**src/rtl/height_to_normal_map_unit_assert.svh**
```systemverilog
// Assertion macros for the height-to-normal-map unit.
// Used by modules that include this header; expects clk and rst in scope.
`ifndef HEIGHT_TO_NORMAL_MAP_UNIT_ASSERT_SVH
`define HEIGHT_TO_NORMAL_MAP_UNIT_ASSERT_SVH

// Same-cycle implication, held off during reset
`define HTN_ASSERT_NOW(label, ante, cons, msg) \
  label: assert property (@(posedge clk) disable iff (rst) (ante) |-> (cons)) else $error(msg);

// Next-cycle implication, held off during reset
`define HTN_ASSERT_NEXT(label, ante, cons, msg) \
  label: assert property (@(posedge clk) disable iff (rst) (ante) |=> (cons)) else $error(msg);

`endif

```
**src/rtl/htn_pkg.sv**
```systemverilog
// Shared types and constants for the height-to-normal-map unit.
// No dependencies; imported by the controller, datapath and top level.
package htn_pkg;

  localparam int MAX_WIDTH  = 2048;
  localparam int MAX_HEIGHT = 4096;
  localparam int XW         = $clog2(MAX_WIDTH);
  localparam int WW         = 12;
  localparam int HW         = 13;
  localparam int SW         = 13;
  localparam int ROW_W      = $clog2(MAX_HEIGHT) + 1;
  localparam int DCNT_W     = XW + 1;
  localparam int CFG_IDX_W  = 2;
  localparam int CFG_DATA_W = 13;

  // luma weights
  localparam int LUMA_R = 77;
  localparam int LUMA_G = 150;
  localparam int LUMA_B = 29;

  // arithmetic widths
  localparam int A_W      = 22;
  localparam int SQ_W     = 42;
  localparam int Q_W      = 44;
  localparam int R_W      = 22;
  localparam int RECIP_W  = 26;
  localparam int P_W      = 49;
  localparam int SQRT_STEPS = 22;
  localparam int DIV_STEPS  = 26;
  localparam int ITER_W   = 5;

  localparam logic signed [A_W-1:0] KSCALE = 22'sd65280;
  localparam logic [Q_W-1:0] KSCALE_SQ = 44'd4261478400;
  localparam logic [Q_W-1:0] SQRT_TOP_BIT = 44'd1 << 42;
  localparam logic [R_W-1:0] DIV_INIT = 22'd16384;
  localparam logic signed [P_W-1:0] UNIT40 = 49'sd1 << 40;

  localparam logic [CFG_IDX_W-1:0] CFG_STRENGTH = 2'd0;
  localparam logic [CFG_IDX_W-1:0] CFG_WIDTH    = 2'd1;
  localparam logic [CFG_IDX_W-1:0] CFG_HEIGHT   = 2'd2;

  typedef enum logic [3:0] {
    S_IDLE, S_STORE, S_RD0, S_RD1, S_RD2, S_SQ, S_SUM,
    S_SQRT, S_DIV, S_CMUL, S_CBYTE, S_RES
  } state_t;

  typedef struct packed {
    logic       accept;
    logic       rd_sel;
    logic       cap_own;
    logic       cap_side;
    logic       wr_above;
    logic       wr_center;
    logic       square;
    logic       sum;
    logic       sqrt_step;
    logic       div_step;
    logic       cmul;
    logic       cbyte;
    logic [1:0] comp;
    logic       load_out;
  } ctrl_cmd_t;

  typedef struct packed {
    logic item_valid;
    logic item_emit;
    logic out_free;
  } dp_status_t;

endpackage

```
**src/rtl/htn_ctrl.sv**
```systemverilog
// Sequencer for the height-to-normal-map unit.
// Depends on htn_pkg and the assertion header.
`include "height_to_normal_map_unit_assert.svh"

module htn_ctrl (
  input  logic               clk,
  input  logic               rst,
  input  logic               s_tvalid,
  output logic               s_tready,
  input  htn_pkg::dp_status_t status,
  output htn_pkg::ctrl_cmd_t  cmd
);
  import htn_pkg::*;

  state_t state, state_next;
  logic [ITER_W-1:0] iter, iter_next;
  logic [1:0] comp, comp_next;

  // State and counters
  always_ff @(posedge clk) begin
    if (rst) begin
      state <= S_IDLE;
      iter  <= '0;
      comp  <= '0;
    end else begin
      state <= state_next;
      iter  <= iter_next;
      comp  <= comp_next;
    end
  end

  // Next state and commands
  always_comb begin
    state_next = state;
    iter_next  = iter;
    comp_next  = comp;
    cmd        = '0;
    cmd.comp   = comp;
    s_tready   = 1'b0;
    unique case (state)
      S_IDLE: begin
        s_tready = 1'b1;
        if (s_tvalid) begin
          cmd.accept = 1'b1;
          if (!status.item_valid) state_next = S_IDLE;
          else if (status.item_emit) state_next = S_RD0;
          else state_next = S_STORE;
        end
      end
      S_STORE: begin
        cmd.wr_center = 1'b1;
        state_next = S_IDLE;
      end
      S_RD0: begin
        state_next = S_RD1;
      end
      S_RD1: begin
        cmd.cap_own = 1'b1;
        cmd.rd_sel  = 1'b1;
        state_next  = S_RD2;
      end
      S_RD2: begin
        cmd.cap_side  = 1'b1;
        cmd.wr_above  = 1'b1;
        cmd.wr_center = 1'b1;
        state_next    = S_SQ;
      end
      S_SQ: begin
        cmd.square = 1'b1;
        state_next = S_SUM;
      end
      S_SUM: begin
        cmd.sum    = 1'b1;
        iter_next  = '0;
        state_next = S_SQRT;
      end
      S_SQRT: begin
        cmd.sqrt_step = 1'b1;
        if (iter == ITER_W'(SQRT_STEPS - 1)) begin
          iter_next  = '0;
          state_next = S_DIV;
        end else begin
          iter_next = iter + 1'b1;
        end
      end
      S_DIV: begin
        cmd.div_step = 1'b1;
        if (iter == ITER_W'(DIV_STEPS - 1)) begin
          iter_next  = '0;
          comp_next  = '0;
          state_next = S_CMUL;
        end else begin
          iter_next = iter + 1'b1;
        end
      end
      S_CMUL: begin
        cmd.cmul   = 1'b1;
        state_next = S_CBYTE;
      end
      S_CBYTE: begin
        cmd.cbyte = 1'b1;
        if (comp == 2'd2) begin
          state_next = S_RES;
        end else begin
          comp_next  = comp + 1'b1;
          state_next = S_CMUL;
        end
      end
      S_RES: begin
        if (status.out_free) begin
          cmd.load_out = 1'b1;
          state_next   = S_IDLE;
        end
      end
      default: state_next = S_IDLE;
    endcase
  end

  `HTN_ASSERT_NOW(a_sqrt_bound, state == S_SQRT, iter <= ITER_W'(SQRT_STEPS - 1), "sqrt overrun")
  `HTN_ASSERT_NOW(a_div_bound, state == S_DIV, iter <= ITER_W'(DIV_STEPS - 1), "divide overrun")
  `HTN_ASSERT_NEXT(a_res_hold, state == S_RES && !status.out_free, state == S_RES, "result lost")
  `HTN_ASSERT_NOW(a_comp_bound, state == S_CMUL || state == S_CBYTE, comp <= 2'd2, "bad component")

endmodule

```
**config.mk**
```make
export PLATFORM = sky130hd
export DESIGN_NAME = htn_ctrl
export DESIGN_NICKNAME = d
export VERILOG_FILES = /design/src/rtl/htn_pkg.sv /design/src/rtl/htn_ctrl.sv
export VERILOG_INCLUDE_DIRS = /design/src /design/src/rtl
export SDC_FILE = /design/constraint.sdc
export NUM_CORES = 1
export LEC_CHECK = 0
export ABC_AREA = 1
export BUFFER_PORTS_ARGS = -buffer_cell sky130_fd_sc_hd__clkbuf_2
export CAP_MARGIN = 20
export CORE_AREA = 2 2 44 46
export DETAILED_ROUTE_END_ITERATION = 8
export DIE_AREA = 0 0 46 48
export HOLD_SLACK_MARGIN = 0.12
export PLACE_DENSITY_LB_ADDON = 0.12
export SLEW_MARGIN = 20
export SYNTH_ARGS = -nofsm -noshare
export SYNTH_HDL_FRONTEND = slang
export SYNTH_SLANG_ARGS = --single-unit
```
**constraint.sdc**
```tcl
create_clock -name clk -period 1.7 [get_ports clk]
set_input_delay 0.34 -clock clk [delete_from_list [all_inputs] [get_ports clk]]
set_output_delay 0.34 -clock clk [all_outputs]
set_load 0.05 [all_outputs]
```
==> metrics.txt, run 1 <==
Chip Width=46 um; r2r endpoint=state[3]; Clock Skews=0.00441 ns; initial core utilization=0.488; Post-Place Worst Slack=0.161 ns; largest net degree at the start of global routing=9; Yosys cell types=23; CTS tree=built; total grt overflow=0; most common cell after layout, fill and taps aside=nand2_1; peak supply drop=0.823 mV; # hold bufs at CTS=0; DR vias/cell=4.85; Hold Path Origin=rst; most frequent cells in the layout=34 x nand2_1, 23 x inv_1, 22 x nor2_1; Longest Clk Path Bufs=2; placed wire-length estimate=1.45 mm; Slew @ Worst Pin=0.276 ns; crit path DAT=1.29 ns; logic gate share of total power=0.661; Placeable Area=0.00169 mm2; Switching Share=0.547; H-tree lvl count=1; worst r2r src=iter[0]; Yosys top cell area share=0.267; cts bufs inserted=3; Fillers=159; pwr dens=1580 mW/mm2; worst hold stages=2; asr flop ratio synth=0; Antenna Nets Post-Route=0; nature of the critical path endpoint=primary output; #FFs+latches synth=11; path type of the worst min-delay path=input pin to register; Final Critical Period=1.63 ns; Post-Syn Area=825 um2; Detailed Route WL=1.83 mm; layout cells sized above 1=0.319; slew margin rel.=0.817; Clock power frac=0.104; synth top area cells=dfxtp_1 27%, nand2_1 16%, nor2_1 12%; synthesized net count=144; sequential power share=0.235; Die ar.=0.00221 mm2; reg2reg path depth=10; Num Clock Sinks=11; DR iter-0 viols=20; clock slew at reported path FFs=0.07 ns; number of instances in the placed design=171; WL/cell=10.3 um; worst setup path category=register to primary output; internal power=0.764 mW; Synth Instances=135; routability cong.=0.873; EDFF count, synth=0; final hold slack=0.338 ns; first-pass GRT wire length=2.91 mm; Multi-input gate area=549 um2; first-pass iteration count of the detailed router=4; Leakage=0.555 nW; initial antenna violation count=0; Sw Pwr=0.922 mW; Clk Tree Root Cell=clkbuf_4; crit path max fanout=5; Fmax=615 MHz; Residual DRC=0; post-synthesis sequential area ratio=0.267; Antenna Cells=0; Hold Path End=iter[3]; vias in the first global route=719; Critical Path RT=1.36 ns; Area growth, synth to finish=29.1%; via count=858; worst setup path startpoint=state[1]; IO Count=22; die height=48 um; Final setup viols=0; worst reg-to-reg setup slack=0.37 ns; Startpoint Class=register; placed cell area=962 um2; most common flop cell mapped by yosys=dfxtp_1; worst setup margin=0.0729 ns; register area=225 um2; post-route cell area=0.00106 mm2; FP Rows=15; status=complete, no violations; Max-Cap Viols=0; final hold vios=0; Max Slew Vio Count=0; Tot Pwr=1.69 mW; clk_lat worst skew=0.26 ns; Synth Warn #=0; fin crit share=0.957; top cell type by total area after synthesis=dfxtp_1; overall routing resource usage=0.186; IO Port Bufs=21; post-route insts no fill=177; nets=170; Avg Inst Size Synth=6.11 um2
how the worst max path moves through the flow:
stage | endpoint | cells past startpoint
after CTS | cmd[11] | 4
final | cmd[14] | 4
after global routing | cmd[3] | 5
after global placement | cmd[9] | 4
after floorplan | cmd[11] | 4
after detailed placement | cmd[3] | 5
power groups by stage:
| stage | registers [mW] | logic (mW) | clock network (mW) |
|---|---|---|---|
| finish | 0.395 | 1.11 | 0.176 |
| global route | 0.405 | 1.24 | 0.194 |
| detailed placement | 0.384 | 1.02 | 0 |
| global placement | 0.383 | 1.01 | 0 |
| floorplan | 0.397 | 0.823 | 0 |
| CTS | 0.387 | 1.07 | 0.182 |
layer usage:
metal  vias up  wire length (um)  track usage
met2        16               907        0.328
met3         2                58       0.0340
met1       378               850        0.218
met5         -                 0            0
li1        462                 -            -
met4         0                14       0.0857
worst max-delay path: stages, from the launching register on:
cell and delay [ns]:
dfxtp_2 0.35, inv_1 0.13, nand2_2 0.14, nor3_2 0.16, clkbuf_4 0.24
kinds of logic after synthesis:
| family | share of synthesized area |
|---|---|
| AND/OR/NAND/NOR | 0.461 |
| buffers and inverters | 0.123 |
| AO/OA/AOI/OAI | 0.0819 |
| flip-flops | 0.267 |
| adder cells (fa/ha/maj) | 0.0455 |
| XOR/XNOR | 0.0212 |
per-stage QoR:
stage | TNS, ns | util
after floorplan | 0 | -
after global placement | 0 | 0.570
after detailed placement | 0 | 0.570
after CTS | 0 | 0.606
after global routing | -0.0227 | 0.630
final | 0 | 0.630
timing repair:
item / in CTS / in global routing
pin swaps: 0 / 1
endpoints found under the setup margin: 12 / 11
buffers inserted: 0 / 2
gates resized for setup: 14 / 19
registers in the layout, summed over array words and instances, names as in the netlist:
register,flops
iter,5
comp,2
state,4
layout make-up:
class | count | share of cell area
repair buffers | 23 | 0.147
inverters | 23 | 0.0811
multi-input cells | 99 | 0.516
flip-flops and latches | 11 | 0.212
clock buffers | 4 | 0.0247
well taps | 17 | 0.0200
cell usage after synthesis (2+ instances only):
| cell | n |
|---|---|
| a21oi_1 | 5 |
| buf_4 | 2 |
| dfxtp_1 | 11 |
| ha_1 | 3 |
| inv_1 | 23 |
| nand2_1 | 35 |
| nand2_2 | 3 |
| nand2_4 | 2 |
| nand3_1 | 5 |
| nand3b_1 | 2 |
| nand4_1 | 2 |
| nor2_1 | 27 |
| nor2_4 | 2 |
| nor3_1 | 3 |
| o21ai_0 | 2 |
Note: power is estimated with default switching activity, not from simulation.
==> run 2, diff against run 1 <==
CORE_AREA = 4 4 46 48   (was 2 2 44 46)
DIE_AREA = 0 0 50 52   (was 0 0 46 48)
==> metrics.txt, run 2 (synthesis results as in run 1) <==
Num Clock Sinks=11; Final Critical Period=1.63 ns; total grt overflow=0; highest metal used=met4; IO Port Bufs=21; met3 wire len=102 um; clk_lat worst skew=0.27 ns; die height=52 um; most frequent cells in the layout=34 x nand2_1, 23 x inv_1, 22 x nor2_1; initial antenna violation count=0; CTS tree=built; DR iter-0 viols=12; Final setup viols=0; Area growth, synth to finish=28.7%; Post-Place Worst Slack=0.151 ns; crit path DAT=1.29 ns; final hold slack=0.324 ns; Multi-input gate area=549 um2; initial core utilization=0.483; Slew @ Worst Pin=0.277 ns; vias in the first global route=806; path type of the worst min-delay path=input pin to register; nets=168; nature of the critical path endpoint=primary output; WL/cell=10.4 um; WL met1=891 um; worst setup margin=0.0702 ns; largest net degree at the start of global routing=9; IO Count=22; max reg flops=5; biggest regs=iter x5, state x4, comp x2; Residual DRC=0; Critical Path RT=1.36 ns; Longest Clk Path Bufs=2; register area=228 um2; status=complete, no violations; Max Slew Vio Count=0; via count=885; Placeable Area=0.00171 mm2; Max-Cap Viols=0; Antenna Nets Post-Route=0; overall routing resource usage=0.168; Fmax=614 MHz; Die ar.=0.00260 mm2; RSZ-0062 raised after global routing=yes; routability cong.=0.861; most common cell after layout, fill and taps aside=nand2_1; fin util=0.621; Detailed Route WL=1.90 mm; first-pass iteration count of the detailed router=4; pwr dens=1590 mW/mm2; most flop-heavy register=iter; placed wire-length estimate=1.51 mm; Leakage=0.549 nW; cts bufs inserted=3; Startpoint Class=register; FP Rows=15; peak supply drop=0.862 mV; H-tree lvl count=1; layout cells sized above 1=0.310; fin crit share=0.959; WL met2=871 um; crit path max fanout=6; Post-CTS Setup Inserts=0; final hold vios=0; Antenna Cells=0; first-pass GRT wire length=3.36 mm; Tot Pwr=1.69 mW; Chip Width=50 um; slew margin rel.=0.816; Clk Tree Root Cell=clkbuf_4; Fillers=170; worst setup path category=register to primary output; # hold bufs at CTS=0; clock slew at reported path FFs=0.08 ns; DR vias/cell=4.84; Clock Skews=0.00430 ns
[run 2: layer usage]
| layer | track usage | up-vias |
|---|---|---|
| li1 | - | 459 |
| met5 | 0 | - |
| met4 | 0.0829 | 0 |
| met3 | 0.0344 | 6 |
| met2 | 0.285 | 25 |
| met1 | 0.201 | 395 |
[run 2: area by class of cell]
class / instances / share of cell area
Clock buffer: 4 / 0.0248
Inverter: 23 / 0.0814
Multi-Input combinational cell: 99 / 0.518
Sequential cell: 11 / 0.215
Tap cell: 25 / 0.0295
Timing Repair Buffer: 21 / 0.132
[run 2: worst paths after layout]
path                            cells after the start     start  endpoint  slack, ns
worst min register to register                      2   comp[1]   comp[1]       0.50
worst max register to register                     10   iter[0]  state[3]       0.34
worst max-delay path                                4  state[3]    cmd[6]       0.07
worst min-delay path                                2       rst  state[2]       0.32
[run 2: report_power, final]
part	total, mW	switching (mW)	internal, mW
clock	0.186	0.0948	0.0909
sequential	0.400	0.0776	0.323
combinational	1.10	0.767	0.334
total	1.69	0.939	0.748
[run 2: stage by stage]
stage	instance area, um2	cells	setup TNS (ns)
after detailed placement	972	179	0
after CTS	1030	183	-0.0472
after global routing	1060	183	-0.0167
after floorplan	851	135	0
after global placement	972	179	0
final	1060	183	0
[run 2: worst max-delay path, stage by stage, from the launching register on]
cell	delay, ns
dfxtp_2	0.35
inv_1	0.13
nand2_2	0.14
nor2_4	0.14
clkbuf_4	0.24
[run 2: what timing repair did]
item                                    CTS  global route
cloned                                    0             0
hold endpoints to repair                  0             0
endpoints found under the setup margin   12            14
resized for setup                        13            24
